<file path="src/hdl/positional_ordered_list_unit_assert.svh">
// ----------------------------------------------------------------------------
// Assertion macros for the positional ordered list unit
// Shared clocking and reset gating for the concurrent checks.
// ----------------------------------------------------------------------------
`ifndef POSITIONAL_ORDERED_LIST_UNIT_ASSERT_SVH
`define POSITIONAL_ORDERED_LIST_UNIT_ASSERT_SVH

// Condition that must hold at every clock edge outside reset.
`define POL_ASSERT_NOW(lbl, cond, msg) \
  lbl: assert property (@(posedge clk_i) disable iff (!rst_ni) (cond)) else $error(msg);

// Consequence that must hold in the cycle after the antecedent.
`define POL_ASSERT_NEXT(lbl, ante, cons, msg) \
  lbl: assert property (@(posedge clk_i) disable iff (!rst_ni) (ante) |=> (cons)) else $error(msg);

`endif

</file>
<file path="src/hdl/pol_pkg.sv">
// ----------------------------------------------------------------------------
// pol_pkg
// Types and constants shared by the positional ordered list unit.
// ----------------------------------------------------------------------------
package pol_pkg;

  localparam int VAL_W  = 32;
  localparam int POS_W  = 9;
  localparam int LEN_W  = 9;
  localparam int REQ_W  = 3;
  localparam int STAT_W = 2;

  localparam int DEFAULT_CAPACITY = 256;

  typedef enum logic [REQ_W-1:0] {
    REQ_INS_HEAD = 3'd0,
    REQ_INS_TAIL = 3'd1,
    REQ_INS_AT   = 3'd2,
    REQ_DEL_HEAD = 3'd3,
    REQ_DEL_TAIL = 3'd4,
    REQ_DEL_AT   = 3'd5,
    REQ_READ_AT  = 3'd6
  } req_e;

  typedef enum logic [STAT_W-1:0] {
    ST_DONE   = 2'd0,
    ST_FULL   = 2'd1,
    ST_EMPTY  = 2'd2,
    ST_BEYOND = 2'd3
  } status_e;

  // What every cell does in a given cycle
  typedef enum logic [2:0] {
    CELL_HOLD = 3'd0,
    CELL_INS  = 3'd1,
    CELL_DEL  = 3'd2,
    CELL_ROTL = 3'd3,
    CELL_ROTR = 3'd4
  } cell_op_e;

  typedef struct packed {
    cell_op_e          op;
    logic [VAL_W-1:0]  value;
  } cell_ctl_t;

  typedef enum logic [1:0] {
    FSM_IDLE   = 2'd0,
    FSM_SEEK   = 2'd1,
    FSM_RETURN = 2'd2,
    FSM_DROP   = 2'd3
  } fsm_e;

endpackage

</file>
<file path="src/hdl/pol_cell.sv">
// ----------------------------------------------------------------------------
// pol_cell
// One list slot: holds a value and takes it from a neighbor or the input.
// ----------------------------------------------------------------------------
module pol_cell import pol_pkg::*; #(
  parameter int  CAPACITY = DEFAULT_CAPACITY,
  parameter int  IDX      = 0,
  localparam int IW       = $clog2(CAPACITY)
) (
  input  logic             clk_i,
  input  cell_ctl_t        ctl_i,
  input  logic [IW-1:0]    idx_i,
  input  logic [VAL_W-1:0] left_i,
  input  logic [VAL_W-1:0] right_i,
  output logic [VAL_W-1:0] val_o
);

  localparam logic [IW-1:0] MY_IDX = IW'(IDX);

  logic [VAL_W-1:0] val_q, val_d;

  always_comb begin
    val_d = val_q;
    case (ctl_i.op)
      CELL_INS: begin
        if (MY_IDX == idx_i) begin
          val_d = ctl_i.value;
        end else if (MY_IDX > idx_i) begin
          val_d = left_i;
        end
      end
      CELL_DEL: begin
        if (MY_IDX >= idx_i) begin
          val_d = right_i;
        end
      end
      CELL_ROTL: val_d = right_i;
      CELL_ROTR: val_d = left_i;
      default:   val_d = val_q;
    endcase
  end

  always_ff @(posedge clk_i) begin
    val_q <= val_d;
  end

  assign val_o = val_q;

endmodule

</file>
<file path="config.mk">
export PLATFORM = sky130hd
export DESIGN_NAME = pol_cell
export DESIGN_NICKNAME = d
export VERILOG_FILES = /design/src/hdl/positional_ordered_list_unit_assert.svh /design/src/hdl/pol_pkg.sv /design/src/hdl/pol_cell.sv
export SDC_FILE = /design/constraint.sdc
export NUM_CORES = 1
export LEC_CHECK = 0
export BUFFER_PORTS_ARGS = -buffer_cell sky130_fd_sc_hd__buf_2
export CORE_AREA = 2 2 74 76
export CTS_BUF_LIST = sky130_fd_sc_hd__clkbuf_4 sky130_fd_sc_hd__clkbuf_8
export DETAILED_ROUTE_END_ITERATION = 12
export DIE_AREA = 0 0 76 78
export HOLD_SLACK_MARGIN = 0.05
export PLACE_DENSITY = 0.82
export SYNTH_ARGS = -nofsm -noshare
export SYNTH_HDL_FRONTEND = slang
export SYNTH_SLANG_ARGS = --single-unit
export TNS_END_PERCENT = 20
</file>
<file path="constraint.sdc">
create_clock -name clk_i -period 2.8 [get_ports clk_i]
set_input_delay 0.14 -clock clk_i [delete_from_list [all_inputs] [get_ports clk_i]]
set_output_delay 0.14 -clock clk_i [all_outputs]
set_load 0.02 [all_outputs]
</file>
**Word level (Yosys, flattened, before mapping)**

Cells that the tools add are included.

- Register bits: 32
- Input bits: 108
- Output and inout port bits: 32
- Word-level logic and storage cells: 16

- Order comparisons: 2
- Equality and inequality tests: 6
- Muxes and demuxes: 4
- Reductions and logical operators: 3

Operators by type and width:

| cell | count |
|---|---|
| $pmux 32 s4 | 1 |
| $mux 32 | 3 |
| $ge 1x8->1 const A | 1 |
| $gt 1x8->1 const A | 1 |
| $logic_not 8->1 | 1 |
| $eq 3x2->1 const B | 2 |
| $reduce_bool 4->1 | 1 |
| $eq 3x1->1 const B | 1 |
| $eq 3x3->1 const B | 1 |
| $ne 3x3->1 const B | 1 |
| $reduce_and 3->1 | 1 |
| $ne 2x2->1 const B | 1 |

**Longest topological paths before layout**

Gate-level depths: netlist of run 1.

- Word-level depth: 4
- Gate-level depth with buffers: 5

**Worst setup path after synthesis of run 1**

OpenSTA, ideal clock, no wires.

- Path type: input to register
- Start: in idx_i[0]
- End: reg val_q[0] (netlist: val_o[0]), enable pin
- Library setup time: 0.390 ns
- Arrival: 1.890 ns
- Path slack: 0.520 ns
- Stages on the path: 4
- Path buffers: 1
- Cell sequence: or4_1 > buf_2 > a2111oi_0 > or3_1

- Word-level cells in the longest chain between the ends: 3

RTL lines:

| element | line | RTL |
|---|---|---|
| start, declared | pol_cell.sv:12 | `input logic [IW-1:0] idx_i,` |
| $gt 1x8->1, or another cell as far along | pol_cell.sv:28 | `end else if (MY_IDX > idx_i) begin` |
| $ne 3x3->1 (no source line) or $ne 2x2->1 (tied branches) | - |  |
| $reduce_and 3->1 (no source line) * | - |  |
| end signal, assigned | pol_cell.sv:44 | `val_q <= val_d;` |
| end, declared | pol_cell.sv:20 | `logic [VAL_W-1:0] val_q, val_d;` |

Mark *: on every way between the ends. The rest lies on a longest branch, timed or not.
A chain may end at the register's enable or synchronous reset.

**Worst setup path in the final report of run 1**

- Start: in idx_i[4]
- End: reg val_q[16] (netlist: val_o[16]), enable pin

Same word-level chain as after synthesis.

==> results.sh, run 1 <==
export IMPL_cp_end_kind="flip-flop"
export IMPL_worst_path_most_repeated_cell="buf_4"
export IMPL_postPlaceCellArea_sq_mm=0.00299
export IMPL_initial_utilization=0.450
export IMPL_antenna_found_initial=0
export IMPL_final_util=0.616
export IMPL_clk_pin_slew_worst_paths_ns=0.07
export IMPL_design_die_area_sq_mm=0.00593
export IMPL_maxCapViolations=0
export IMPL_grt_pass1_vias=2262
export IMPL_detailedPlace_worstSlack_ns=0.643
export IMPL_drive_above_1_share=0.577
export IMPL_die_y_microns=78
export IMPL_io_pins=140
export IMPL_cp_top_family="simple AND/OR/NAND/NOR gates"
export IMPL_synth_warnings=0
export IMPL_peakVddDrop_uv=220
export IMPL_status="complete, no violations"
export IMPL_hp_class="primary input to flip-flop"
export IMPL_globalplace_congestion=0.788
export IMPL_h_tree_depth=2
export IMPL_synthesis_nets=305
export IMPL_ys_seq_area_frac=0.424
export IMPL_vias=2231
export IMPL_crit_cells=6
export IMPL_stdcell_area_sq_mm=0.00311
export IMPL_synth_distinct_cells=19
export IMPL_setup_viol=0
export IMPL_cts_sinks=32
export IMPL_rsz0062_at_grt="no"
export IMPL_grt_usage=0.219
export IMPL_cts_hold_buf=0
export IMPL_fin_crit_ns=1.86
export IMPL_p_leak_nw=1.30
export IMPL_cts_buffer_depth=2
export IMPL_drc=0
export IMPL_grt_pass1_wl_microns=10400
export IMPL_post_route_period_util=0.665
export IMPL_tritoncts="done"
export IMPL_place_hpwl_microns=4700
export IMPL_cpMaxStageDelayCell="or4_1"
export IMPL_syn_avg_cell_area_sq_um=11.5
export IMPL_setup_slack_ns=0.939
export IMPL_clock_fmax_mhz=537
export IMPL_cellPowerDensity_mw_per_mm2=451
export IMPL_final_hold_viol_count=0
export IMPL_num_rows=26
export IMPL_holdPathStages=3
export IMPL_grt_max_degree=35
export IMPL_slew_headroom=0.348
export IMPL_cts_resized_gates=0
export IMPL_viasPerCell=5.63
export IMPL_synthCells=197
export IMPL_clockRootBuffer="clkbuf_8"
export IMPL_slew_viol_final=0
export IMPL_wl_microns=6630
export IMPL_slowest_delay_ns=0.51
export IMPL_crit_chain="buf_2 -> or4_1 -> buf_4 -> a2111oi_0 -> or3_1 -> buf_4"
export IMPL_grt_overflow=0
export IMPL_finalPower_mw=1.40
export IMPL_cts_buffers=5
export IMPL_cp_max_fo=32
export IMPL_tns_ns=0
export IMPL_post_cts_buffers=0
export IMPL_dr_pass1_iters=5
export IMPL_worst_pin_slew_ns=0.979
export IMPL_ant_nets=0
export IMPL_required_ns=2.73
export IMPL_critPathLaunchType="primary input"
export IMPL_die_x_microns=76
export IMPL_mappedNetlistArea_sq_mm=0.00227
export IMPL_portBuffers=139
export IMPL_drt_wirelength_per_cell_microns=16.7
export IMPL_cp_num_buf_inv=3
export IMPL_path_class="primary input to flip-flop"
export IMPL_crit_arrival_ns=1.79
export IMPL_antennaDiodeCount=0
export IMPL_syn2layout_area_growth_pct=37.0
export IMPL_drt_iter0_markers=117
export IMPL_final_nets=433
export IMPL_core_area_sq_mm=0.00504
export IMPL_yosys_register_bits=32
export IMPL_largest_reg_flops=32
routing by layer:
metal  GRT usage  vias up  wire [microns]
met4       0.100        0             127
met1       0.251     1041            2400
met5           0        -               0
met2       0.399      116            3630
met3      0.0360       16             467
li1            -     1058               -
final timing paths:
path / start / endpoint / slack, ns
worst min-delay path: right_i[25] / val_o[25]$_DFFE_PP_ / 0.18
worst max-delay path: idx_i[4] / val_o[16]$_DFFE_PP_ / 0.94
cells by family after synthesis:
group                  count (synthesis)  synth area share
AO/OA/AOI/OAI                         97             0.439
buffers and inverters                 58             0.107
flip-flops                            32             0.424
AND/OR/NAND/NOR                       10            0.0309
cell usage in the layout (no fill, tap or decap), types with 2 or more instances in the layout:
cell,netlist,routed
or4_1,2,2
o311ai_1,2,2
o211ai_1,32,32
inv_1,33,33
edfxtp_1,32,32
a22oi_1,32,32
buf_2,1,139
buf_4,0,7
clkbuf_8,0,5
o311ai_2,30,30
cell usage after synthesis (all sizes together):
master	number	area (sq um)
or3	1	6.26
a22oi	32	240
nand2b	1	6.26
or2	2	15.0
nand2	1	3.75
buf	4	38.8
o211ai	32	240
nor2b	1	6.26
o311ai	32	505
nor3b	1	12.5
clkbuf	21	78.8
inv	33	124
nor3	1	5.00
a2111oi	1	8.76
or4	2	15.0
edfxtp	32	961
per-stage QoR:
stage               std cells  hold slack [ns]
floorplan                 197            0.356
global placement          388            0.460
detailed placement        388            0.470
CTS                       396            0.175
global route              396            0.191
finish                    396            0.181
cell type report:
cell class,count,area [sq um]
clock buffers,6,76.3
clock inverters,2,35.0
fillers,425,1940
inverters,33,124
multi-input cells,107,1070
flip-flops and latches,32,961
well taps,70,87.6
repair buffers,146,748
report_power, final:
group / internal, mW / total [mW] / leakage, nW / switching (mW)
combinational: 0.155 / 0.360 / 0.946 / 0.206
sequential: 0.583 / 0.596 / 0.298 / 0.0127
clock: 0.274 / 0.444 / 0.0586 / 0.171
total: 1.01 / 1.40 / 1.30 / 0.389
(Power assumes the default switching activity.)
==> inputs of run 2 (changes only) <==
- clock period: 2.8 -> 1.82 ns (I/O delays scaled with it)
==> results.sh, run 2 (same netlist as run 1, synthesis figures left out) <==
export IMPL_cellPowerDensity_mw_per_mm2=631
export IMPL_antennaDiodeCount=0
export IMPL_antenna_found_initial=0
export IMPL_wl_microns=6200
export IMPL_p_seq_frac=0.452
export IMPL_clock_fmax_mhz=603
export IMPL_cts_buffers=5
export IMPL_cts_resized_gates=0
export IMPL_syn2layout_area_growth_pct=41.0
export IMPL_slew_headroom=0.692
export IMPL_post_cts_buffers=0
export IMPL_design_die_area_sq_mm=0.00593
export IMPL_die_x_microns=76
export IMPL_cp_max_fo=18
export IMPL_critPathLaunchType="primary input"
export IMPL_power_switching_uw=598
export IMPL_p_clk_frac=0.262
export IMPL_postPlaceCellArea_sq_mm=0.00311
export IMPL_clk_pin_slew_worst_paths_ns=0.08
export IMPL_tritoncts="done"
export IMPL_place_hpwl_microns=4770
export IMPL_grt_usage=0.210
export IMPL_cts_buffer_depth=2
export IMPL_required_ns=1.81
export IMPL_intPower_mw=1.42
export IMPL_largest_reg_flops=32
export IMPL_layout_commonest_cell="buf_2"
export IMPL_worst_pin_slew_ns=0.450
export IMPL_h_tree_depth=2
export IMPL_grt_overflow=0
export IMPL_fin_crit_ns=1.66
export IMPL_portBuffers=139
export IMPL_rsz0062_at_grt="no"
export IMPL_setup_viol=0
export IMPL_vias=2221
export IMPL_dp_cells=396
export IMPL_p_leak_nw=1.34
export IMPL_drc=0
export IMPL_die_y_microns=78
export IMPL_cts_sinks=32
export IMPL_clockRootBuffer="clkbuf_8"
export IMPL_maxCapViolations=0
export IMPL_grt_pass1_vias=2251
export IMPL_cp_end_kind="flip-flop"
export IMPL_core_area_sq_mm=0.00504
export IMPL_grt_max_degree=33
export IMPL_crit_arrival_ns=1.64
export IMPL_num_rows=26
export IMPL_path_class="primary input to flip-flop"
export IMPL_drt_wirelength_per_cell_microns=15.4
export IMPL_ant_nets=0
export IMPL_status="complete, no violations"
export IMPL_post_route_period_util=0.910
export IMPL_sw_frac_of_total=0.297
export IMPL_grt_pass1_wl_microns=10100
export IMPL_slew_viol_final=0
export IMPL_io_pins=140
export IMPL_viasPerCell=5.50
export IMPL_hp_class="primary input to flip-flop"
export IMPL_cts_hold_buf=0
export IMPL_initial_utilization=0.450
export IMPL_final_nets=441
export IMPL_peakVddDrop_uv=330
export IMPL_globalplace_congestion=0.798
export IMPL_final_cell_mix="139 x buf_2, 33 x inv_1, 32 x a22oi_1, 32 x o211ai_1, 32 x edfxtp_1"
export IMPL_stdcell_area_sq_mm=0.00320
export IMPL_finalPower_mw=2.02
export IMPL_fin_cells=404
export IMPL_drt_iter0_markers=110
export IMPL_combPwrFrac=0.286
export IMPL_final_hold_viol_count=0
export IMPL_drive_above_1_share=0.587
export IMPL_dr_pass1_iters=4
==> run 2: cell count changes in the layout (fill, tap and decap cells not counted) <==
cell        change
buf_12          +4
buf_4           +4
clkinv_1        +1
or3_4           +1
or3_1           -1
clkbuf_4        -1
clkinv_2        -1
bufinv_16       -1
clkinvlp_4      +2
==> run 2: final timing paths <==
path | start | end | cells past startpoint
min | left_i[28] | val_o[28]$_DFFE_PP_ | 3
max | idx_i[0] | val_o[13]$_DFFE_PP_ | 5
==> run 2: area by class of cell <==
type,instances,area [sq um]
Fill cell,388,1850
Inverter,33,124
Tap cell,70,87.6
Sequential cell,32,961
Clock buffer,5,68.8
Clock inverter,3,18.8
Timing Repair Buffer,154,858
Multi-Input combinational cell,107,1080
==> run 2: metal layers <==
| metal | track usage | wire length [microns] | part of all wire | vias up |
|---|---|---|---|---|
| met1 | 0.226 | 2400 | 0.39 | 1032 |
| met2 | 0.389 | 3210 | 0.52 | 108 |
| li1 | - | - | - | 1072 |
| met3 | 0.0640 | 500 | 0.081 | 9 |
| met5 | 0 | 0 | 0 | - |
| met4 | 0.0745 | 97 | 0.016 | 0 |
==> run 2: critical path, cell delays in order <==
cell,delay (ns)
buf_2,0.09
or4_1,0.59
a2111oi_0,0.46
or3_4,0.25
buf_12,0.16
==> run 2: power by group through the flow <==
stage          registers (mW)  clock network (mW)  logic, mW
6_report                0.912               0.528      0.576
4_1_cts                 0.914               0.538      0.580
5_1_grt                 0.921               0.569      0.624
2_1_floorplan            1.02                   0      0.235
3_3_place_gp            0.929                   0      0.566
3_5_place_dp            0.930                   0      0.579
==> run 2: through the flow <==
step                       util  setup slack (ns)  hold slack [ns]  setup TNS [ns]
after CTS                 0.634             0.161            0.129               0
after global routing      0.634             0.109            0.132               0
after global placement    0.617           -0.0225            0.418          -0.469
final                     0.634             0.163            0.131               0
after floorplan               -            0.0160            0.307               0
after detailed placement  0.617            -0.136            0.423           -4.12
==> inputs of run 3 (changes only) <==
- CELL_PAD_IN_SITES_DETAIL_PLACEMENT: default -> 0
- CELL_PAD_IN_SITES_GLOBAL_PLACEMENT: default -> 2
- CORE_AREA: 2 2 74 76 -> 2 2 99 101
- DIE_AREA: 0 0 76 78 -> 0 0 101 103
- PLACE_DENSITY: 0.82 -> default
- PLACE_DENSITY_LB_ADDON: default -> 0.1
==> results.sh, run 3 (same netlist as run 1, synthesis figures left out) <==
export IMPL_clk_pin_slew_worst_paths_ns=0.07
export IMPL_hp_start="left_i[0]"
export IMPL_cts_hold_buf=0
export IMPL_tritoncts="done"
export IMPL_h_tree_depth=2
export IMPL_multi_input_area_sq_mm=0.00108
export IMPL_layout_commonest_cell="buf_2"
export IMPL_clock_fmax_mhz=619
export IMPL_cts_sinks=32
export IMPL_dr_pass1_iters=4
export IMPL_slew_headroom=0.705
export IMPL_finalPower_mw=2.03
export IMPL_p_clk_frac=0.258
export IMPL_clockRootBuffer="clkbuf_8"
export IMPL_slew_viol_final=0
export IMPL_initial_utilization=0.240
export IMPL_die_y_microns=103
export IMPL_io_pins=140
export IMPL_min_to="val_o[0]$_DFFE_PP_"
export IMPL_required_ns=1.81
export IMPL_drive_above_1_share=0.587
export IMPL_final_cell_mix="139 x buf_2, 33 x inv_1, 32 x a22oi_1, 32 x o211ai_1, 32 x edfxtp_1"
export IMPL_wl_microns=7550
export IMPL_met3_usage=0.0502
export IMPL_p_seq_frac=0.449
export IMPL_cts_buffer_depth=2
export IMPL_cts_resized_gates=0
export IMPL_cp_max_fo=12
export IMPL_p_leak_nw=1.35
export IMPL_crit_arrival_ns=1.61
export IMPL_post_route_period_util=0.888
export IMPL_grt_pass1_vias=2262
export IMPL_rsz0062_at_grt="no"
export IMPL_cts_buffers=5
export IMPL_intPower_mw=1.42
export IMPL_maxCapViolations=0
export IMPL_place_hpwl_microns=5630
export IMPL_met1_usage=0.175
export IMPL_hp_class="primary input to flip-flop"
export IMPL_startpoint="idx_i[0]"
export IMPL_final_hold_viol_count=0
export IMPL_peakVddDrop_uv=202
export IMPL_drt_iter0_markers=83
export IMPL_ff_latch_area_sq_um=961
export IMPL_num_rows=36
export IMPL_drc=0
export IMPL_antenna_found_initial=0
export IMPL_grt_overflow=0
export IMPL_final_nets=441
export IMPL_fillers=1014
export IMPL_sw_frac_of_total=0.301
export IMPL_grt_pass1_wl_microns=11800
export IMPL_largest_reg_flops=32
export IMPL_design_die_area_sq_mm=0.0104
export IMPL_grt_usage=0.148
export IMPL_globalplace_congestion=0.701
export IMPL_antennaDiodeCount=0
export IMPL_die_x_microns=101
export IMPL_viasPerCell=4.92
export IMPL_worst_pin_slew_ns=0.432
export IMPL_post_cts_buffers=0
export IMPL_combPwrFrac=0.292
export IMPL_ant_nets=0
export IMPL_portBuffers=139
export IMPL_fin_crit_ns=1.62
export IMPL_cellPowerDensity_mw_per_mm2=623
export IMPL_setup_viol=0
export IMPL_drt_wirelength_per_cell_microns=16.9
export IMPL_cp_end_kind="flip-flop"
export IMPL_use_met2=0.258
export IMPL_grt_most_used_layer="met2"
export IMPL_holdPathStages=3
export IMPL_tns_ns=0
export IMPL_status="complete, no violations"
export IMPL_vias=2203
export IMPL_syn2layout_area_growth_pct=43.8
export IMPL_path_class="primary input to flip-flop"
export IMPL_grt_max_degree=33
export IMPL_core_area_sq_mm=0.00946
export IMPL_power_switching_uw=612
export IMPL_critPathLaunchType="primary input"
==> run 3: cell types whose count changed in the layout (fill, tap and decap cells not counted) <==
cell,delta
buf_12,+1
buf_4,-1
clkinv_2,+2
clkinvlp_4,-2
==> run 3: worst max-delay path, stage by stage <==
cell and delay, ns:
buf_2 0.09, or4_1 0.57, a2111oi_0 0.44, or3_4 0.27, buf_12 0.15
==> run 3: layout make-up <==
type | count | area share
sequential | 32 | 0.295
clock buffer | 5 | 0.0211
multi-input combinational | 107 | 0.331
inverter | 33 | 0.0380
timing repair buffer | 154 | 0.267
clock inverter | 3 | 0.00422
tap | 114 | 0.0438
==> run 3: per-stage QoR <==
step | util | setup WS (ns) | area [sq um] | hold WS (ns) | std cells
after CTS | 0.345 | 0.194 | 3260 | 0.122 | 448
after global routing | 0.345 | 0.0668 | 3260 | 0.127 | 448
final | 0.345 | 0.204 | 3260 | 0.131 | 448
after global placement | 0.336 | -0.0559 | 3180 | 0.422 | 440
after floorplan | - | 0.0160 | 2270 | 0.307 | 197
after detailed placement | 0.336 | -0.111 | 3180 | 0.423 | 440
==> run 3: power groups by stage <==
stage          clock network, mW  logic (mW)  registers [mW]
6_report                   0.524       0.593           0.912
3_5_place_dp                   0       0.601           0.930
4_1_cts                    0.548       0.603           0.914
3_3_place_gp                   0       0.605           0.930
5_1_grt                    0.579       0.652           0.919
2_1_floorplan                  0       0.235            1.02
==> run 3: worst max path at each step <==
stage	slack [ns]	end	depth (start not counted)
2_1_floorplan	0.02	val_o[0]$_DFFE_PP_	4
3_3_place_gp	-0.06	val_o[14]$_DFFE_PP_	5
3_5_place_dp	-0.11	val_o[14]$_DFFE_PP_	5
4_1_cts	0.19	val_o[1]$_DFFE_PP_	5
5_1_grt	0.07	val_o[23]$_DFFE_PP_	5
6_report	0.20	val_o[2]$_DFFE_PP_	5
==> run 3: layer usage <==
layer  wire (microns)  share of wire
met1             3090           0.41
met2             3750           0.50
met3              619          0.082
met4               94          0.012
met5                0              0
