--- src/hdl/positional_ordered_list_unit_assert.svh ---
// ----------------------------------------------------------------------------
// Assertion macros for the positional ordered list unit
// Shared clocking and reset gating for the concurrent checks.
// ----------------------------------------------------------------------------
`ifndef POSITIONAL_ORDERED_LIST_UNIT_ASSERT_SVH
`define POSITIONAL_ORDERED_LIST_UNIT_ASSERT_SVH

// Condition that must hold at every clock edge outside reset.
`define POL_ASSERT_NOW(lbl, cond, msg) \
  lbl: assert property (@(posedge clk_i) disable iff (!rst_ni) (cond)) else $error(msg);

// Consequence that must hold in the cycle after the antecedent.
`define POL_ASSERT_NEXT(lbl, ante, cons, msg) \
  lbl: assert property (@(posedge clk_i) disable iff (!rst_ni) (ante) |=> (cons)) else $error(msg);

`endif

--- src/hdl/pol_pkg.sv ---
// ----------------------------------------------------------------------------
// pol_pkg
// Types and constants shared by the positional ordered list unit.
// ----------------------------------------------------------------------------
package pol_pkg;

  localparam int VAL_W  = 32;
  localparam int POS_W  = 9;
  localparam int LEN_W  = 9;
  localparam int REQ_W  = 3;
  localparam int STAT_W = 2;

  localparam int DEFAULT_CAPACITY = 256;

  typedef enum logic [REQ_W-1:0] {
    REQ_INS_HEAD = 3'd0,
    REQ_INS_TAIL = 3'd1,
    REQ_INS_AT   = 3'd2,
    REQ_DEL_HEAD = 3'd3,
    REQ_DEL_TAIL = 3'd4,
    REQ_DEL_AT   = 3'd5,
    REQ_READ_AT  = 3'd6
  } req_e;

  typedef enum logic [STAT_W-1:0] {
    ST_DONE   = 2'd0,
    ST_FULL   = 2'd1,
    ST_EMPTY  = 2'd2,
    ST_BEYOND = 2'd3
  } status_e;

  // What every cell does in a given cycle
  typedef enum logic [2:0] {
    CELL_HOLD = 3'd0,
    CELL_INS  = 3'd1,
    CELL_DEL  = 3'd2,
    CELL_ROTL = 3'd3,
    CELL_ROTR = 3'd4
  } cell_op_e;

  typedef struct packed {
    cell_op_e          op;
    logic [VAL_W-1:0]  value;
  } cell_ctl_t;

  typedef enum logic [1:0] {
    FSM_IDLE   = 2'd0,
    FSM_SEEK   = 2'd1,
    FSM_RETURN = 2'd2,
    FSM_DROP   = 2'd3
  } fsm_e;

endpackage

--- src/hdl/pol_ctrl.sv ---
// ----------------------------------------------------------------------------
// pol_ctrl
// Request decode, length counter, ring seek sequencer and result register.
// ----------------------------------------------------------------------------
`include "positional_ordered_list_unit_assert.svh"

module pol_ctrl import pol_pkg::*; #(
  parameter int  CAPACITY = DEFAULT_CAPACITY,
  localparam int IW       = $clog2(CAPACITY),
  localparam int CW       = $clog2(CAPACITY + 1)
) (
  input  logic                    clk_i,
  input  logic                    rst_ni,
  input  logic                    in_valid_i,
  output logic                    in_ready_o,
  input  logic [REQ_W-1:0]        req_type_i,
  input  logic signed [VAL_W-1:0] value_i,
  input  logic [POS_W-1:0]        position_i,
  output logic                    out_valid_o,
  input  logic                    out_ready_i,
  output logic [STAT_W-1:0]       status_o,
  output logic signed [VAL_W-1:0] data_out_o,
  output logic [LEN_W-1:0]        length_o,
  input  logic [VAL_W-1:0]        head_val_i,
  output cell_ctl_t               cell_ctl_o,
  output logic [IW-1:0]           cell_idx_o
);

  localparam int CMP_W = (CW > POS_W) ? CW : POS_W;

  fsm_e            state_q, state_d;
  logic [CW-1:0]   count_q, count_d;
  logic [IW-1:0]   cnt_q, cnt_d;
  logic [IW-1:0]   steps_q, steps_d;
  logic            del_q, del_d;

  logic            rsp_valid_q;
  status_e         rsp_status_q;
  logic [VAL_W-1:0] rsp_data_q;
  logic [LEN_W-1:0] rsp_len_q;

  logic             load;
  status_e          ld_status;
  logic [VAL_W-1:0] ld_data;
  logic [LEN_W-1:0] ld_len;

  // decode
  logic             accept;
  logic [POS_W-1:0] kidx;
  logic [CMP_W-1:0] k_ext, c_ext;
  logic             full, empty;
  logic             is_ins, is_sel, is_del, chk_k;
  logic             ins_ok, sel_ok, seek;
  status_e          dec_status;
  logic [IW-1:0]    pos_idx;

  assign in_ready_o = (state_q == FSM_IDLE) && (!rsp_valid_q || out_ready_i);
  assign accept     = in_valid_i && in_ready_o;

  always_comb begin
    kidx    = (position_i <= POS_W'(1)) ? '0 : position_i - 1'b1;
    k_ext   = CMP_W'(kidx);
    c_ext   = CMP_W'(count_q);
    full    = (count_q == CW'(CAPACITY));
    empty   = (count_q == '0);
    is_ins  = 1'b0;
    is_sel  = 1'b0;
    is_del  = 1'b0;
    chk_k   = 1'b0;
    pos_idx = '0;
    case (req_e'(req_type_i))
      REQ_INS_HEAD: is_ins = 1'b1;
      REQ_INS_TAIL: begin
        is_ins  = 1'b1;
        pos_idx = IW'(count_q);
      end
      REQ_INS_AT: begin
        is_ins  = 1'b1;
        pos_idx = (k_ext > c_ext) ? IW'(count_q) : IW'(kidx);
      end
      REQ_DEL_HEAD: begin
        is_sel = 1'b1;
        is_del = 1'b1;
      end
      REQ_DEL_TAIL: begin
        is_sel  = 1'b1;
        is_del  = 1'b1;
        pos_idx = IW'(count_q - 1'b1);
      end
      REQ_DEL_AT: begin
        is_sel  = 1'b1;
        is_del  = 1'b1;
        chk_k   = 1'b1;
        pos_idx = IW'(kidx);
      end
      REQ_READ_AT: begin
        is_sel  = 1'b1;
        chk_k   = 1'b1;
        pos_idx = IW'(kidx);
      end
      default: ;
    endcase

    ins_ok     = is_ins && !full;
    sel_ok     = is_sel && !empty && !(chk_k && (k_ext >= c_ext));
    dec_status = ST_DONE;
    if (is_ins && full) begin
      dec_status = ST_FULL;
    end else if (is_sel && empty) begin
      dec_status = ST_EMPTY;
    end else if (is_sel && !sel_ok) begin
      dec_status = ST_BEYOND;
    end
    seek = accept && sel_ok && (pos_idx != '0);
  end

  // next state
  always_comb begin
    state_d = state_q;
    case (state_q)
      FSM_IDLE: begin
        if (seek) begin
          state_d = FSM_SEEK;
        end
      end
      FSM_SEEK: begin
        if (cnt_q == IW'(1)) begin
          state_d = FSM_RETURN;
        end
      end
      FSM_RETURN: begin
        if (cnt_q == IW'(1)) begin
          state_d = del_q ? FSM_DROP : FSM_IDLE;
        end
      end
      FSM_DROP: state_d = FSM_IDLE;
      default:  state_d = FSM_IDLE;
    endcase
  end

  // outputs and datapath control
  always_comb begin
    cell_ctl_o.op    = CELL_HOLD;
    cell_ctl_o.value = value_i;
    cell_idx_o       = pos_idx;
    count_d          = count_q;
    cnt_d            = cnt_q;
    steps_d          = steps_q;
    del_d            = del_q;
    load             = 1'b0;
    ld_status        = dec_status;
    ld_data          = '0;
    ld_len           = LEN_W'(count_q);
    case (state_q)
      FSM_IDLE: begin
        if (accept) begin
          if (ins_ok) begin
            cell_ctl_o.op = CELL_INS;
            count_d       = count_q + 1'b1;
            load          = 1'b1;
            ld_len        = LEN_W'(count_q + 1'b1);
          end else if (sel_ok && (pos_idx == '0)) begin
            // head is a fixed tap: serve it in this cycle
            load    = 1'b1;
            ld_data = head_val_i;
            if (is_del) begin
              cell_ctl_o.op = CELL_DEL;
              count_d       = count_q - 1'b1;
              ld_len        = LEN_W'(count_q - 1'b1);
            end
          end else if (sel_ok) begin
            cnt_d   = pos_idx;
            steps_d = pos_idx;
            del_d   = is_del;
          end else begin
            load = 1'b1;
          end
        end
      end
      FSM_SEEK: begin
        cell_ctl_o.op = CELL_ROTL;
        cnt_d         = (cnt_q == IW'(1)) ? steps_q : cnt_q - 1'b1;
      end
      FSM_RETURN: begin
        cell_ctl_o.op = CELL_ROTR;
        cnt_d         = cnt_q - 1'b1;
        // the wanted entry sits at the head on the first return cycle
        if (cnt_q == steps_q) begin
          load      = 1'b1;
          ld_status = ST_DONE;
          ld_data   = head_val_i;
          ld_len    = del_q ? LEN_W'(count_q - 1'b1) : LEN_W'(count_q);
        end
      end
      FSM_DROP: begin
        cell_ctl_o.op = CELL_DEL;
        cell_idx_o    = steps_q;
        count_d       = count_q - 1'b1;
      end
      default: ;
    endcase
  end

  always_ff @(posedge clk_i or negedge rst_ni) begin
    if (!rst_ni) begin
      state_q     <= FSM_IDLE;
      count_q     <= '0;
      cnt_q       <= '0;
      steps_q     <= '0;
      del_q       <= 1'b0;
      rsp_valid_q <= 1'b0;
    end else begin
      state_q <= state_d;
      count_q <= count_d;
      cnt_q   <= cnt_d;
      steps_q <= steps_d;
      del_q   <= del_d;
      if (load) begin
        rsp_valid_q <= 1'b1;
      end else if (out_ready_i) begin
        rsp_valid_q <= 1'b0;
      end
    end
  end

  always_ff @(posedge clk_i) begin
    if (load) begin
      rsp_status_q <= ld_status;
      rsp_data_q   <= ld_data;
      rsp_len_q    <= ld_len;
    end
  end

  assign out_valid_o = rsp_valid_q;
  assign status_o    = rsp_status_q;
  assign data_out_o  = rsp_data_q;
  assign length_o    = rsp_len_q;

  `POL_ASSERT_NOW(a_count_bound, count_q <= CW'(CAPACITY), "list length above capacity")
  `POL_ASSERT_NEXT(a_ins_grows, cell_ctl_o.op == CELL_INS, count_q == $past(count_q) + 1'b1, "insert did not grow the list")
  `POL_ASSERT_NEXT(a_rot_keeps, cell_ctl_o.op == CELL_ROTL || cell_ctl_o.op == CELL_ROTR, count_q == $past(count_q), "rotation changed the length")
  `POL_ASSERT_NOW(a_cnt_live, state_q == FSM_IDLE || state_q == FSM_DROP || cnt_q != '0, "seek counter ran out mid sequence")
  `POL_ASSERT_NOW(a_seek_no_rsp, state_q != FSM_SEEK || !rsp_valid_q, "result pending during seek")

endmodule

--- config.mk ---
export PLATFORM = sky130hd
export DESIGN_NAME = pol_ctrl
export DESIGN_NICKNAME = d
export VERILOG_FILES = /design/src/hdl/pol_pkg.sv /design/src/hdl/pol_ctrl.sv
export VERILOG_INCLUDE_DIRS = /design/src /design/src/hdl
export SDC_FILE = /design/constraint.sdc
export NUM_CORES = 1
export LEC_CHECK = 0
export BUFFER_PORTS_ARGS = -buffer_cell sky130_fd_sc_hd__buf_2
export CAP_MARGIN = 30
export CORE_UTILIZATION = 40
export CTS_CLUSTER_DIAMETER = 30
export DETAILED_ROUTE_END_ITERATION = 12
export PLACE_DENSITY_LB_ADDON = 0.08
export SLEW_MARGIN = 20
export SYNTH_ARGS = -nofsm -noshare
export SYNTH_HDL_FRONTEND = slang
export SYNTH_SLANG_ARGS = --single-unit
--- constraint.sdc ---
create_clock -name clk_i -period 5.6 [get_ports clk_i]
set_clock_uncertainty 0.2 [all_clocks]
set_input_delay 0.84 -clock clk_i [delete_from_list [all_inputs] [get_ports clk_i]]
set_output_delay 0.84 -clock clk_i [all_outputs]
set_load 0.01 [all_outputs]
* Word level (Yosys, flattened, before mapping)
Cells that the tools add are included.
** Operators by class
- Add/subtract/negate cells :: 4
- Order comparisons :: 3
- Equal/unequal tests :: 19
- Multiplexer cells :: 50
- Bitwise logic cells :: 2
- Reduce and logical (&&, ||, !) cells :: 33
** Operator list (number)
- $mux W32 :: 4
- $pmux W32 S2 :: 1
- $mux W9 :: 7
- $mux W8 :: 7
- $pmux W9 S2 :: 2
- $pmux W8 S4 :: 1
- $mux W2 :: 13
- $pmux W8 S3 :: 1
- $sub A9 B1 Y9 const B :: 2
- $ne A2 B2 Y1 const B :: 7
- $logic_and A1 B1 Y1 :: 12
- $pmux W3 S4 :: 1
- $mux W1 :: 11
- $reduce_and A5 Y1 :: 2
- $add A9 B1 Y9 const B :: 1
- $eq A3 B3 Y1 const B :: 3
- $eq A9 B9 Y1 const B :: 1
- $ge A9 B9 Y1 :: 1
- $gt A9 B9 Y1 :: 1
- $le A9 B1 Y1 const B :: 1
- $logic_not A9 Y1 :: 1
- $eq A8 B1 Y1 const B :: 1
- $eq A8 B8 Y1 :: 1
- $logic_not A8 Y1 :: 1
- other kinds (19) :: 28
** Word-level totals
- Register bits :: 72
- Input port bits :: 80
- Output and inout bits :: 88

* Logic depth before layout (Yosys ltp)
Gate-level depths: netlist of the first run.
- Word-level depth :: 13
- Mapped depth :: 19

* Worst setup path after synthesis of the first run
No wires, ideal clock.
- Path type :: input port to flip-flop
- Start :: input position_i[1]
- End :: register rsp_data_q[0] (netlist: data_out_o[0]) (enable)
- Setup time :: 0.408 ns
- Arrival time :: 5.158 ns
- Path slack :: -0.166 ns
- Stages on the path :: 16
- Path buffers :: 1
- Cells stage by stage :: inv_1 > ha_1 > nor3b_1 > nand2_1 > mux2_2 > ha_1 > and4_1 > buf_2 > and3b_4 > a211o_1 > a221oi_1 > nand2_1 > nor4b_1 > and2_1 > o21ai_0 > nand2b_1
** On the way
- Cells in the longest elaborated chain, start to end :: 11
- Elaborated cells between the ends (all ways) :: 17
- Those cells by class :: 1 x add/sub; 3 x order compare; 8 x mux; 5 x reduce/logical
** RTL lines
- start: declaration :: RTL line pol_ctrl.sv:18 : input logic [POS_W-1:0] position_i,
- $sub A9 B1 Y9 / $le A9 B1 Y1 (equally long branches) :: RTL line pol_ctrl.sv:61 : kidx = (position_i <= POS_W'(1)) ? '0 : position_i - 1'b1;
- $mux W9 * :: RTL line pol_ctrl.sv:61
- $gt A9 B9 Y1 / $ge A9 B9 Y1 (equally long branches) :: RTL line pol_ctrl.sv:79, pol_ctrl.sv:105
- $mux W8 / $logic_and A1 B1 Y1 (equally long branches) :: RTL line pol_ctrl.sv:79, pol_ctrl.sv:105
- $pmux W8 S4 / $logic_not A1 Y1 (equally long branches) :: RTL line pol_ctrl.sv:71, pol_ctrl.sv:105
- $logic_not A8 Y1 / $logic_and A1 B1 Y1 (equally long branches) :: RTL line pol_ctrl.sv:162, pol_ctrl.sv:105
- $logic_and A1 B1 Y1 / $mux W1 (equally long branches) :: RTL line pol_ctrl.sv:162, pol_ctrl.sv:171
- $mux W1 * :: RTL line pol_ctrl.sv:162 : end else if (sel_ok && (pos_idx == '0)) begin
- $mux W1 * :: RTL line pol_ctrl.sv:157 : if (ins_ok) begin
- $mux W1 * :: RTL line pol_ctrl.sv:156 : if (accept) begin
- $pmux W1 S2 * :: RTL line pol_ctrl.sv:154 : case (state_q)
- via load :: RTL line pol_ctrl.sv:42 : logic load;
- end signal: assignment :: RTL line pol_ctrl.sv:229 : rsp_data_q <= ld_data;
- end: declaration :: RTL line pol_ctrl.sv:39 : logic [VAL_W-1:0] rsp_data_q;
The timed path passes the listed nets; every way through them passes the cells marked *.
A chain may end at the register's enable or synchronous reset.

==> results.md, run 1 <==
* Number of levels in the clock H-tree at 3
* Least-Margin Pin Slew at 0.907 ns
* CTS Hold Bufs at 0
* Max Buffers Root-to-Sink at 2
* Maximum number of pins on one net before global-route repair at 34
* Area of the core region at 13300 µm²
* DRC violations left at 0
* Via density at 5.69
* Result of the run: complete, no violations
* Kind of cell with the highest combined delay on the critical path: simple AND/OR/NAND/NOR gates
* Post-synthesis cell count at 600
* Design Area, Final at 6430 µm²
* Number of rows in the core area at 42
* Residual antenna-violating net count after detailed routing at 0
* Final weighted congestion in routability-driven placement at 0.925
* Global route total overflow at 0
* Peak supply drop at 0.211 mV
* Standby leakage power at 2.54 nW
* Number of top-level pins at 168
* TritonCTS clock tree: yes
* Hold Path Class: reg -> reg
* Max Transition Viols Final at 0
* Placed instance area at 6050 µm²
* Post-detail-place hpwl at 11300 µm
* Synth Flop Type: edfxtp_1
* Post-Synthesis Mean Instance Area at 9.11 µm²
* Die area at 14100 µm²
* Required time of the critical path at 4.56 ns
* Upper clock frequency limit at 184 MHz
* RSZ-0062 raised after global routing: no
* Root buf cell: clkbuf_16
* Final core utilization at 48.4%
* Overall die height at 119 µm
* Critical Path AT at 4.38 ns
* Via total after detailed routing at 4902
* Worst-skew pair later-pin latency at 0.34 ns
* Fraction of layout cells with a size suffix above 1 at 28.9%
* Routed length per instance at 17.7 µm
* # port buffers at 103
* Clk pin slew, worst setup/hold paths at 0.05 ns
* Antenna diode instance count at 0
* Yosys warning count at 0
* Worst slew margin relative to its limit at 39.5%
* Fin crit share at 96.8%
* Inserted Clock Buffers at 9
* GRT Total Usage at 22.2%
* Number of global-route vias before repair at 4599
* Antenna violations before repair at 0
* Worst stage delay on the critical path at 0.55 ns
* Iteration-0 DRC count of the detailed router at 398
* CP Max Fanout at 7
* Initial Utilization at 41.1%
* Series of cell instances along the critical path: buf_2, or4_4, nor2_1, mux2_2, ha_1, and4_2, and3b_4, nor3_4, buf_4, o31ai_4, o2111ai_2, nor4b_2, buf_4, nand3_1, o21ai_0, buf_2
* Power density relative to cell area at 464 nW/µm²
* Synthesized net count at 699
* Post-Syn Area at 5470 µm²
* Number of enable flip-flop cells after synthesis at 43
* TritonRoute pass-1 iters at 5
* Crit Path Class: in -> out
* Setup Viol. Count Final at 0
* Setup crit end kind: primary output
* Number of buffers and inverters on the critical path at 4
* Minimum period implied by the final worst setup slack at 5.42 ns
* Final routed wirelength across all metal layers at 15200 µm
* Async set-or-reset flop fraction in the synthesized netlist at 40.3%
* Startpoint type of the worst setup path: input pin
* Post-synthesis sequential area ratio at 36.9%
* Max-cap violations at 0
* Final Hold Violating Endpoints at 0
* Area growth syn-to-layout at 17.7%
* Width of the chip at 119 µm
* Clock sink total at 72
* Commonest cells after routing, fill and taps aside: 103 x buf_2, 43 x o21ai_0, 43 x nand2_1, 43 x edfxtp_1, 38 x nor2b_1
* Max stage delay cell, worst path: or4_4
* Flip-flop and latch count after synthesis at 72
* Number of fillers in the final layout at 1292
* Final TNS setup at 0 ns
* First-pass GRT wire length at 24600 µm
* Number of nets in the layout at 779
* Most common cell after layout, fill and taps aside: buf_2
* Distinct cells, synth at 81
per-stage QoR:
stage	total power [mW]	hold slack [ns]	worst slack, ns	std cells
2_1_floorplan	1.94	0.300	0.295	600
3_3_place_gp	2.37	0.308	0.0918	843
3_5_place_dp	2.38	0.311	0.0739	843
4_1_cts	2.96	0.326	0.0515	859
5_1_grt	3.21	0.367	0.0138	861
6_report	2.99	0.318	0.178	861
worst register-to-register path, delay by kind of cell (launching register included):
family                     cells  cell delay [ns]
AOI/OAI and AO/OA              5             1.01
DFF                            1             0.58
buffers and inverters          2             0.56
adders and majority gates      1             0.43
and+or+nand+nor                5             1.40
cell families after synthesis:
kind of cell	count (synthesis)	synth area share (%)
xor+xnor	30	4.81
simple gates	210	21.5
fa+ha+maj	19	4.35
compound gates	162	19.5
buf+inv	86	8.63
flops	72	36.9
mux	21	4.26
path summary, 6_finish.rpt:
kind                          startpoint        endpoint  slack (ns)  cells past startpoint
setup / recovery           position_i[1]  cell_ctl_o[33]        0.18                     16
hold / removal               out_valid_o     out_valid_o        0.32                      2
setup reg to reg                c_ext[4]     length_o[1]        1.15                     13
hold reg to reg              out_valid_o     out_valid_o        0.32                      2
max in group asynchronous         rst_ni      steps_q[4]        4.31                      1
min in group asynchronous         rst_ni        c_ext[5]        0.35                      1
power breakdown:
part	total [mW]	internal (mW)	switching (mW)
sequential	0.890	0.742	0.148
clock	0.569	0.344	0.225
combinational	1.53	0.605	0.923
layer usage:
| metal | GRT usage (%) | share of wire (%) | vias up |
|---|---|---|---|
| met5 | 0 | 0 | - |
| met4 | 7.04 | 2.1 | 0 |
| met3 | 5.56 | 7.5 | 37 |
| met2 | 34.8 | 45 | 187 |
| met1 | 29.9 | 45 | 2345 |
| li1 | - | - | 2333 |
state kept, by name (all words and copies together), names as in the netlist:
name / count
steps_q: 8
length_o: 9
c_ext: 9
cnt_q: 8
out_valid_o: 1
state_q: 2
status_o: 2
data_out_o: 32
del_q: 1
final cells by class:
cell class | count | area (µm²) | share of cell area [%]
multi-input cells | 442 | 3060 | 47.6
flip-flops and latches | 72 | 2020 | 31.4
clock buffers | 9 | 225 | 3.50
inverters | 24 | 90.1 | 1.40
well taps | 176 | 220 | 3.42
repair buffers | 131 | 751 | 11.7
clock inverters | 7 | 70.1 | 1.09
Yosys cell counts, types with 5 or more instances:
master     n  share of area [%]
o21ai_0   44                4.0
edfxtp_1  43                 24
nand2_1   43                3.0
nor2b_1   38                4.3
nor2_1    37                2.5
a21oi_1   33                3.0
buf_4     33                4.5
dfrtp_1   29                 13
xnor2_1   25                4.0
inv_1     21                1.4
ha_1      19                4.3
clkbuf_1  18                1.2
mux2_2    18                3.7
o211ai_1  17                2.3
nor3_1    15                1.4
nand3_1   12                1.1
a31oi_1   10                1.1
nand2b_1   9                1.0
o31ai_1    9                1.2
buf_2      8               0.73
nand4_1    8               0.92
or3_1      6               0.69
nor4_1     5               0.57
xor2_1     5               0.80
what timing repair did:
action / 4_1_cts / 5_1_grt
setup endpoints to repair: 0 / 2
setup buffers: 0 / 2
resized for setup: 0 / 16
Power figures use the tool's default switching activity.
==> run 2, diff against run 1 <==
--- a/config.mk
+++ b/config.mk
@@ -12,6 +12,7 @@
 export CTS_CLUSTER_DIAMETER = 30
 export DETAILED_ROUTE_END_ITERATION = 12
 export PLACE_DENSITY_LB_ADDON = 0.08
+export RECOVER_POWER = 25
 export SLEW_MARGIN = 20
 export SYNTH_ARGS = -nofsm -noshare
 export SYNTH_HDL_FRONTEND = slang
==> run 2 against run 1 <==
  * The flow now finishes with violations (max-capacitance violations, max-slew violations)
  * Critical endpoint unchanged
  * Largest power group unchanged
  * Worst setup slack is the same
  * Combinational power is essentially flat
  * Total power is essentially flat
  * Via count is the same
  * Non-clock buffer count is the same
  * Largest cell class unchanged
  * First-iteration DRC count is the same
==> results.md, run 2 (same netlist as run 1, synthesis figures left out) <==
* Final core utilization at 48.4%
* Die area at 14100 µm²
* Antenna violations before repair at 0
* Total chip power at 2.99 mW
* Post-detail-place hpwl at 11300 µm
* Metal3 WL at 1150 µm
* Switching part of the total power at 43.4%
* GRT Total Usage at 22.2%
* Global route total overflow at 0
* Number of levels in the clock H-tree at 3
* Number of cells on the worst hold path at 2
* Clock sink total at 72
* Minimum period implied by the final worst setup slack at 5.42 ns
* Routed length per instance at 17.7 µm
* Setup crit end kind: primary output
* Final routed wirelength across all metal layers at 15200 µm
* Critical Path AT at 4.38 ns
* Clock share of power at 19.1%
* Storage element area at 2020 µm²
* RSZ-0062 raised after global routing: no
* Max Buffers Root-to-Sink at 2
* Met2 WL at 6870 µm
* Required time of the critical path at 4.56 ns
* Number of fillers in the final layout at 1290
* Area growth syn-to-layout at 17.6%
* Via total after detailed routing at 4902
* Number of global-route vias before repair at 4599
* Number of rows in the core area at 42
* Root buf cell: clkbuf_16
* Residual antenna-violating net count after detailed routing at 0
* Placed instance area at 6050 µm²
* First-pass GRT wire length at 24600 µm
* Worst R2R Path Depth at 13
* CTS Hold Bufs at 0
* Clk pin slew, worst setup/hold paths at 0.05 ns
* Standby leakage power at 2.54 nW
* Top metal layer carrying routed signals: met4
* Reg2reg end: length_o[1]
* Multi-input gate area in the final layout at 3060 µm²
* TritonRoute pass-1 iters at 5
* Fraction of layout cells with a size suffix above 1 at 28.8%
* Wl on met1 at 6900 µm
* Max-cap violations at 1
* Number of top-level pins at 168
* Max Transition Viols Final at 30
* Failing checks: max-capacitance violations, max-slew violations
* Worst slew margin relative to its limit at -22.9%
* Worst Hold Slack at 0.318 ns
* Final Hold Violating Endpoints at 0
* Design Area, Final at 6430 µm²
* Relative contribution of sequential cells to total power at 29.8%
* Worst Hold End: out_valid_o
* Setup Viol. Count Final at 0
* Peak supply drop at 0.211 mV
* CP Max Fanout at 7
* Internal Pwr Total at 1.69 mW
* Final weighted congestion in routability-driven placement at 0.925
* Result of the run: finished, violations left
* Initial Utilization at 41.1%
* Final TNS setup at 0 ns
* Maximum number of pins on one net before global-route repair at 34
* Slack of the worst reg-to-reg path at 1.15 ns
* Antenna diode instance count at 0
* Crit Path Class: in -> out
* Inserted Clock Buffers at 9
* Worst-skew pair later-pin latency at 0.34 ns
* Number of nets in the layout at 779
* Area of the core region at 13300 µm²
* Overall die height at 119 µm
* Fin crit share at 96.8%
* # port buffers at 103
* Startpoint of the worst-slack reg-to-reg timing path: c_ext[4]
* Via density at 5.69
* Combinational cell fraction of total power at 51.1%
* Most common cell after layout, fill and taps aside: buf_2
* Number of flip-flops under the largest register name at 32
* Iteration-0 DRC count of the detailed router at 398
* DRC violations left at 0
* Startpoint of the worst hold path: out_valid_o
* Net switching power figure at 1.30 mW
* Commonest cells after routing, fill and taps aside: 102 x buf_2, 43 x o21ai_0, 43 x nand2_1, 43 x edfxtp_1, 38 x nor2b_1
* Width of the chip at 119 µm
* Hold Path Class: reg -> reg
* Power density relative to cell area at 465 nW/µm²
* Least-Margin Pin Slew at 1.84 ns
* Startpoint type of the worst setup path: input pin
* Upper clock frequency limit at 184 MHz
* TritonCTS clock tree: yes
==> run 2: worst max-delay path, stage by stage <==
cell	delay (ns)
buf_2	0.13
or4_4	0.55
nor2_1	0.11
mux2_2	0.37
ha_1	0.29
and4_2	0.27
and3b_4	0.24
nor3_4	0.05
buf_4	0.18
o31ai_4	0.30
o2111ai_2	0.20
nor4b_2	0.30
buf_4	0.16
nand3_1	0.11
o21ai_0	0.10
buf_2	0.17
==> run 2: stage by stage <==
| step | std cells | setup slack [ns] |
|---|---|---|
| 2_1_floorplan | 600 | 0.295 |
| 5_1_grt | 861 | 0.0138 |
| 3_5_place_dp | 843 | 0.0739 |
| 4_1_cts | 859 | 0.0515 |
| 6_report | 861 | 0.178 |
| 3_3_place_gp | 843 | 0.0918 |
==> run 2: area by class of cell <==
type	count	share of cell area, %
timing repair buffer	131	11.7
multi-input combinational	442	47.6
clock inverter	7	1.09
clock buffer	9	3.50
sequential	72	31.4
inverter	24	1.40
tap	176	3.42
==> run 2: power by group through the flow <==
stage,registers [mW],logic (mW),clock network (mW)
after floorplan,0.884,1.05,0
after global placement,0.894,1.48,0
after detailed placement,0.898,1.48,0
after CTS,0.890,1.49,0.585
after global routing,0.911,1.69,0.607
final,0.890,1.53,0.569
==> run 2: worst max-delay path by stage <==
stage / to / startpoint / cells after the start
final: cell_ctl_o[33] / position_i[1] / 16
after global placement: cell_ctl_o[33] / position_i[1] / 15
after CTS: cell_ctl_o[33] / position_i[1] / 18
after detailed placement: cell_ctl_o[33] / position_i[1] / 17
after floorplan: data_out_o[0] / position_i[1] / 16
after global routing: cell_ctl_o[33] / position_i[1] / 15
==> run 2: routing by layer <==
metal | global-route usage (%) | vias to the layer above
met2 | 34.8 | 187
met5 | 0 | -
met4 | 7.04 | 0
li1 | - | 2333
met3 | 5.56 | 37
met1 | 29.9 | 2345
==> run 2: what timing repair did <==
action | in CTS | in global routing
gates resized for setup | 0 | 16
endpoints found under the hold margin | 0 | 0
setup buffers | 0 | 2
setup endpoints to repair | 0 | 2
